## config.mk

```make
export PLATFORM = sky130hd
export DESIGN_NAME = nnck_ctrl
export DESIGN_NICKNAME = d
export VERILOG_FILES = /design/src/rtl/core/nnck_pkg.sv /design/src/rtl/core/nnck_ctrl.sv
export SDC_FILE = /design/constraint.sdc
export NUM_CORES = 1
export LEC_CHECK = 0
export BUFFER_PORTS_ARGS = -buffer_cell sky130_fd_sc_hd__buf_2
export CAP_MARGIN = 0
export CORE_ASPECT_RATIO = 1.1
export CORE_MARGIN = 2
export CORE_UTILIZATION = 35
export CTS_CLUSTER_SIZE = 40
export DETAILED_ROUTE_END_ITERATION = 12
export SYNTH_ARGS = -nofsm -noshare
export SYNTH_HDL_FRONTEND = slang
export SYNTH_SLANG_ARGS = --single-unit
```

## constraint.sdc

```tcl
create_clock -name clk -period 4.4 [get_ports clk]
set_input_delay 0.44 -clock clk [delete_from_list [all_inputs] [get_ports clk]]
set_output_delay 0.44 -clock clk [all_outputs]
set_load 0.1 [all_outputs]
```

## src/rtl/core/nnck_pkg.sv

```systemverilog
package nnck_pkg;

  // Field and storage widths
  localparam int ELEM_W    = 16;
  localparam int ACC_W     = 48;
  localparam int CNT_W     = 11;
  localparam int CFG_W     = 32;
  localparam int CFG_IDX_W = 2;
  localparam int OUT_W     = 32;
  localparam int MAX_LENGTH = 1024;

  // Register indexes
  localparam logic [CFG_IDX_W-1:0] REG_INV_LS_SQ = 2'd0;
  localparam logic [CFG_IDX_W-1:0] REG_VARIANCE  = 2'd1;
  localparam logic [CFG_W-1:0]     CFG_RESET     = 32'h0001_0000;

  // Fixed-point constants
  localparam logic signed [ACC_W-1:0] ONE_Q16     = 48'sd65536;
  localparam logic [63:0]             ONE_Q30     = 64'd1073741824;
  localparam logic signed [33:0]      HALF_PI_Q30 = 34'sd1686629713;

  // Datapath operations
  typedef logic [4:0] op_t;
  localparam op_t OP_NOP    = 5'd0;
  localparam op_t OP_PREP   = 5'd1;
  localparam op_t OP_GLO    = 5'd2;
  localparam op_t OP_GHI    = 5'd3;
  localparam op_t OP_GWR    = 5'd4;
  localparam op_t OP_NORM   = 5'd5;
  localparam op_t OP_SQ_GO  = 5'd6;
  localparam op_t OP_SQ_WR  = 5'd7;
  localparam op_t OP_MULD   = 5'd8;
  localparam op_t OP_DWR    = 5'd9;
  localparam op_t OP_DIV_GO = 5'd10;
  localparam op_t OP_RWR    = 5'd11;
  localparam op_t OP_HINIT  = 5'd12;
  localparam op_t OP_HMUL   = 5'd13;
  localparam op_t OP_HADD   = 5'd14;
  localparam op_t OP_MULSA  = 5'd15;
  localparam op_t OP_AWR    = 5'd16;
  localparam op_t OP_MULVA  = 5'd17;
  localparam op_t OP_OUT    = 5'd18;

  // Operand / destination selects
  typedef logic [1:0] tgt_t;
  localparam tgt_t TGT_U = 2'd0;
  localparam tgt_t TGT_V = 2'd1;
  localparam tgt_t TGT_W = 2'd2;
  localparam tgt_t TGT_S = 2'd3;

  typedef struct packed {
    logic acc;
    op_t  op;
    tgt_t tgt;
  } dp_cmd_t;

  typedef struct packed {
    logic normed;
    logic mu_zero;
    logic sq_busy;
    logic div_busy;
    logic h_last;
  } dp_stat_t;

  // Arcsine minimax coefficients, Q30
  function automatic logic signed [32:0] asin_coef(input logic [2:0] idx);
    logic signed [32:0] c;
    unique case (idx)
      3'd0: c = 33'sd1686629690;
      3'd1: c = -33'sd230423709;
      3'd2: c = 33'sd95540460;
      3'd3: c = -33'sd53874249;
      3'd4: c = 33'sd33169905;
      3'd5: c = -33'sd18348235;
      3'd6: c = 33'sd7161955;
      3'd7: c = -33'sd1355590;
    endcase
    return c;
  endfunction

endpackage

```

## src/rtl/core/nnck_ctrl.sv

```systemverilog
module nnck_ctrl (
  input  logic               clk,
  input  logic               rst,
  input  logic               in_fire,
  input  logic               in_last,
  output logic               in_ready,
  output logic               out_valid,
  input  logic               out_ready,
  output nnck_pkg::dp_cmd_t  cmd,
  input  nnck_pkg::dp_stat_t stat
);
  import nnck_pkg::*;

  localparam logic [4:0] ST_ACC   = 5'd0;
  localparam logic [4:0] ST_PREP  = 5'd1;
  localparam logic [4:0] ST_GLO   = 5'd2;
  localparam logic [4:0] ST_GHI   = 5'd3;
  localparam logic [4:0] ST_GWR   = 5'd4;
  localparam logic [4:0] ST_NORMV = 5'd5;
  localparam logic [4:0] ST_SQV   = 5'd6;
  localparam logic [4:0] ST_WV    = 5'd7;
  localparam logic [4:0] ST_NORMW = 5'd8;
  localparam logic [4:0] ST_SQW   = 5'd9;
  localparam logic [4:0] ST_WW    = 5'd10;
  localparam logic [4:0] ST_MULD  = 5'd11;
  localparam logic [4:0] ST_DWR   = 5'd12;
  localparam logic [4:0] ST_NORMU = 5'd13;
  localparam logic [4:0] ST_DIV   = 5'd14;
  localparam logic [4:0] ST_WD    = 5'd15;
  localparam logic [4:0] ST_HINIT = 5'd16;
  localparam logic [4:0] ST_HMUL  = 5'd17;
  localparam logic [4:0] ST_HADD  = 5'd18;
  localparam logic [4:0] ST_SQS   = 5'd19;
  localparam logic [4:0] ST_WS    = 5'd20;
  localparam logic [4:0] ST_MULSA = 5'd21;
  localparam logic [4:0] ST_AWR   = 5'd22;
  localparam logic [4:0] ST_MULVA = 5'd23;
  localparam logic [4:0] ST_OUT   = 5'd24;

  logic [4:0] state, state_next;
  tgt_t       gsel;
  logic       out_load;

  assign in_ready = (state == ST_ACC);
  assign out_load = (state == ST_OUT) && (!out_valid || out_ready);

  // Sequencer
  always_comb begin
    state_next = state;
    cmd.acc    = in_fire;
    cmd.op     = OP_NOP;
    cmd.tgt    = TGT_U;
    unique case (state)
      ST_ACC: begin
        if (in_fire && in_last) begin
          state_next = ST_PREP;
        end
      end
      ST_PREP: begin
        cmd.op     = OP_PREP;
        state_next = ST_GLO;
      end
      ST_GLO: begin
        cmd.op     = OP_GLO;
        cmd.tgt    = gsel;
        state_next = ST_GHI;
      end
      ST_GHI: begin
        cmd.op     = OP_GHI;
        cmd.tgt    = gsel;
        state_next = ST_GWR;
      end
      ST_GWR: begin
        cmd.op  = OP_GWR;
        cmd.tgt = gsel;
        if (gsel == TGT_W) begin
          state_next = stat.mu_zero ? ST_HINIT : ST_NORMV;
        end else begin
          state_next = ST_GLO;
        end
      end
      ST_NORMV: begin
        cmd.op  = OP_NORM;
        cmd.tgt = TGT_V;
        if (stat.normed) begin
          state_next = ST_SQV;
        end
      end
      ST_SQV: begin
        cmd.op     = OP_SQ_GO;
        cmd.tgt    = TGT_V;
        state_next = ST_WV;
      end
      ST_WV: begin
        cmd.tgt = TGT_V;
        if (!stat.sq_busy) begin
          cmd.op     = OP_SQ_WR;
          state_next = ST_NORMW;
        end
      end
      ST_NORMW: begin
        cmd.op  = OP_NORM;
        cmd.tgt = TGT_W;
        if (stat.normed) begin
          state_next = ST_SQW;
        end
      end
      ST_SQW: begin
        cmd.op     = OP_SQ_GO;
        cmd.tgt    = TGT_W;
        state_next = ST_WW;
      end
      ST_WW: begin
        cmd.tgt = TGT_W;
        if (!stat.sq_busy) begin
          cmd.op     = OP_SQ_WR;
          state_next = ST_MULD;
        end
      end
      ST_MULD: begin
        cmd.op     = OP_MULD;
        state_next = ST_DWR;
      end
      ST_DWR: begin
        cmd.op     = OP_DWR;
        state_next = ST_NORMU;
      end
      ST_NORMU: begin
        cmd.op  = OP_NORM;
        cmd.tgt = TGT_U;
        if (stat.normed) begin
          state_next = ST_DIV;
        end
      end
      ST_DIV: begin
        cmd.op     = OP_DIV_GO;
        state_next = ST_WD;
      end
      ST_WD: begin
        if (!stat.div_busy) begin
          cmd.op     = OP_RWR;
          state_next = ST_HINIT;
        end
      end
      ST_HINIT: begin
        cmd.op     = OP_HINIT;
        state_next = ST_HMUL;
      end
      ST_HMUL: begin
        cmd.op     = OP_HMUL;
        state_next = ST_HADD;
      end
      ST_HADD: begin
        cmd.op     = OP_HADD;
        state_next = stat.h_last ? ST_SQS : ST_HMUL;
      end
      ST_SQS: begin
        cmd.op     = OP_SQ_GO;
        cmd.tgt    = TGT_S;
        state_next = ST_WS;
      end
      ST_WS: begin
        cmd.tgt = TGT_S;
        if (!stat.sq_busy) begin
          cmd.op     = OP_SQ_WR;
          state_next = ST_MULSA;
        end
      end
      ST_MULSA: begin
        cmd.op     = OP_MULSA;
        state_next = ST_AWR;
      end
      ST_AWR: begin
        cmd.op     = OP_AWR;
        state_next = ST_MULVA;
      end
      ST_MULVA: begin
        cmd.op     = OP_MULVA;
        state_next = ST_OUT;
      end
      ST_OUT: begin
        if (out_load) begin
          cmd.op     = OP_OUT;
          state_next = ST_ACC;
        end
      end
      default: state_next = ST_ACC;
    endcase
  end

  always_ff @(posedge clk) begin
    if (rst) begin
      state     <= ST_ACC;
      gsel      <= TGT_U;
      out_valid <= 1'b0;
    end else begin
      state <= state_next;
      if (state == ST_PREP) begin
        gsel <= TGT_U;
      end else if (state == ST_GWR) begin
        gsel <= gsel + 2'd1;
      end
      if (out_load) begin
        out_valid <= 1'b1;
      end else if (out_ready) begin
        out_valid <= 1'b0;
      end
    end
  end

  // The closing pair of a vector stops intake until its result is built
  a_last_stalls: assert property (@(posedge clk) disable iff (rst)
    (in_fire && in_last) |=> !in_ready)
    else $error("intake still open after last pair");

  a_sq_idle: assert property (@(posedge clk) disable iff (rst)
    (cmd.op == OP_SQ_GO) |-> !stat.sq_busy)
    else $error("square root restarted while busy");

  a_div_idle: assert property (@(posedge clk) disable iff (rst)
    (cmd.op == OP_DIV_GO) |-> !stat.div_busy)
    else $error("divider restarted while busy");

  a_out_held: assert property (@(posedge clk) disable iff (rst)
    (cmd.op == OP_OUT) |=> out_valid)
    else $error("result load did not raise valid");

endmodule

```

==> qor.csv <==
stage,metric,value,unit
run_status,status,"complete, no violations",
grt,largest net degree at the start of global routing,36,
floorplan,Core ar.,2750,sq um
sta,Hold WS,0.471,ns
grt,initial antenna violation count,0,
routing,WL met2,1320,um
clock_tree,CTS tree,done,
logic_synthesis,Post-synth EDFFs,0,
sta,fin. max-slew vios,0,
clock_tree,"Reg clk slew, reported paths",0.06,ns
final_layout,area occupied by multi-input gates,737,sq um
floorplan,# rows,20,
critical_path,cell-by-cell trace of the critical path,"nand2_1, o21ai_0, a22oi_1, o22ai_1, buf_2",
logic_synthesis,Yosys warnings,0,
sta,minimum clock period,2.92,ns
placed_design,routability congestion estimate,0.755,
sta,final setup skew,0.00854,ns
final_layout,post-layout util,0.395,
clock_tree,# clock sinks,8,
run,maxcap violations,0,
final_layout,share of cells above drive strength 1,0.203,
routing,routed wl met3,87,um
critical_path,WP buf/inv,1,
routing,M1 WL,1170,um
floorplan,Die ar.,3320,sq um
routing,vias post-DR,1088,
critical_path,Worst Path Arrival,2.48,ns
clock_tree,"Clk Latency, worst-skew pair",0.25,ns
sta,"Hold Vio Cnt, Final",0,
critical_path,CP Capture Type,primary output,
logic_synthesis,post-synthesis cell count,141,
routing,post-route ant nets,0,
placed_design,PortBufs,19,
critical_path,CP max-delay cell,dfxtp_1,
routing,wire length per cell,14.2,um
sta,"Period Utilization, post-route",0.663,
clock_tree,setup repair bufs after CTS,0,
logic_synthesis,sequential fraction of the synthesis area,0.159,
routing,DR top layer,met3,
placed_design,Post-DP HPWL,1750,um
routing,detailed-router iteration count before antenna repair,4,
clock_tree,Max Buffers Root-to-Sink,2,
floorplan,Boundary Pins,20,
clock_tree,CTS root buffer,clkbuf_4,
sta,final setup violating endpoints,0,
floorplan,Die W,55.2,um
final_layout,NumNets Final,161,
clock_tree,PostCTS Resize Cnt,0,
clock_tree,cts bufs inserted,3,
critical_path,CP Max Fanout,31,
placed_design,Post-Place Cells,178,
routing,Vias/cell,6.01,
worst_hold_path,Hold Crit Class,in2reg,
critical_path,crit-path max cell delay,0.95,ns
critical_path,critical path's top delay family,flip-flops,
floorplan,Initial Utilization,0.366,
clock_tree,H-tree depth,1,
sta,worst slew pin tran,1.04,ns
logic_synthesis,cell area after synthesis,1010,sq um
routing,initial DRC count,20,
routing,Detailed Route WL,2580,um
final_layout,Synth-to-Final Area Change,7.83,%
routing,# DRC,0,
sta,Relative slew margins,0.307,
critical_path,Worst setup SP type,register,
grt,number of global-route vias before repair,1019,
sta,Fmax,343,MHz
logic_synthesis,largest cells by area after synthesis,"dfxtp_1 (16%), a21oi_1 (7.0%), nor2_1 (5.2%)",
logic_synthesis,"top cells by count, synth","a21oi_1 (14), nor2_1 (14), dfxtp_1 (8), nand2_1 (8)",
critical_path,required time of the worst setup path,3.96,ns
final_layout,"non-filler cells, final",181,
logic_synthesis,library cell with the largest summed area after synthesis,dfxtp_1,
grt,gr usage total,0.183,
sta,Final TNS setup,0,ns
sta,RSZ-0062 raised after global routing,false,
clock_tree,"Hold-fix buffers, CTS",0,
logic_synthesis,post-synth net total,152,
critical_path,critical path class,reg2out,
floorplan,die height,60.3,um
grt,first-pass GRT wire length,4550,um
logic_synthesis,synthesized flop and latch total,8,
logic_synthesis,Synth top area share,0.159,
logic_synthesis,Syn Area/Cell,7.14,sq um
final_layout,# fillers,310,
logic_synthesis,unique cell type count in the Yosys netlist,48,
logic_synthesis,top_reg_cell synth,dfxtp_1,
final_layout,FF/Latch Area,160,sq um
final_layout,ANT cells,0,
logic_synthesis,async set-reset flop share out of synthesis,0,
grt,GRT overflow,0,
-- worst paths after layout --
kind	startpoint	endpoint	slack [ns]	depth (start not counted)
worst max-delay path	state[2]	cmd[2]	1.48	5
worst max register to register	state[4]	state[0]	1.83	5
worst min-delay path	rst	out_valid	0.47	2
worst min register to register	gsel[1]	gsel[1]	0.54	2
-- metal layers --
metal  up-vias  GRT usage
met4         0     0.0418
met2        13      0.299
li1        553          -
met5         -          0
met1       522      0.245
met3         0     0.0350
-- cells in the final DEF (no fill, tap or decap), types with 6 or more instances in the layout --
cell type   n
a21oi_1    14
buf_2      19
dfxtp_1     8
inv_1       6
nand2_1     8
nand2b_1    6
nor2_1     14
o21ai_0     6
-- layout make-up --
cell class              count  area share
clock buffers               3      0.0207
multi-input cells         111       0.679
inverters                   6      0.0207
flip-flops and latches      8       0.147
well taps                  33      0.0380
repair buffers             20      0.0945
-- kinds of logic after synthesis --
group,share of synthesized area
fa+ha+maj,0.0124
buf+inv,0.109
mux,0.0199
xor+xnor,0.0174
compound gates,0.405
flops,0.159
simple gates,0.277
-- stage by stage --
step                cell area (sq um)  worst slack, ns
floorplan                        1010            0.612
global placement                 1060             1.84
detailed placement               1060             1.77
CTS                              1090             1.50
global route                     1090             1.19
finish                           1090             1.48
-- registers in the layout, indices dropped and copies added (netlist names) --
name	cells
out_valid	1
state	5
gsel	2
Power is left out: the tool's default activity adds up to more than one toggle a clock period on the data nets, which glitch-free logic cannot reach.
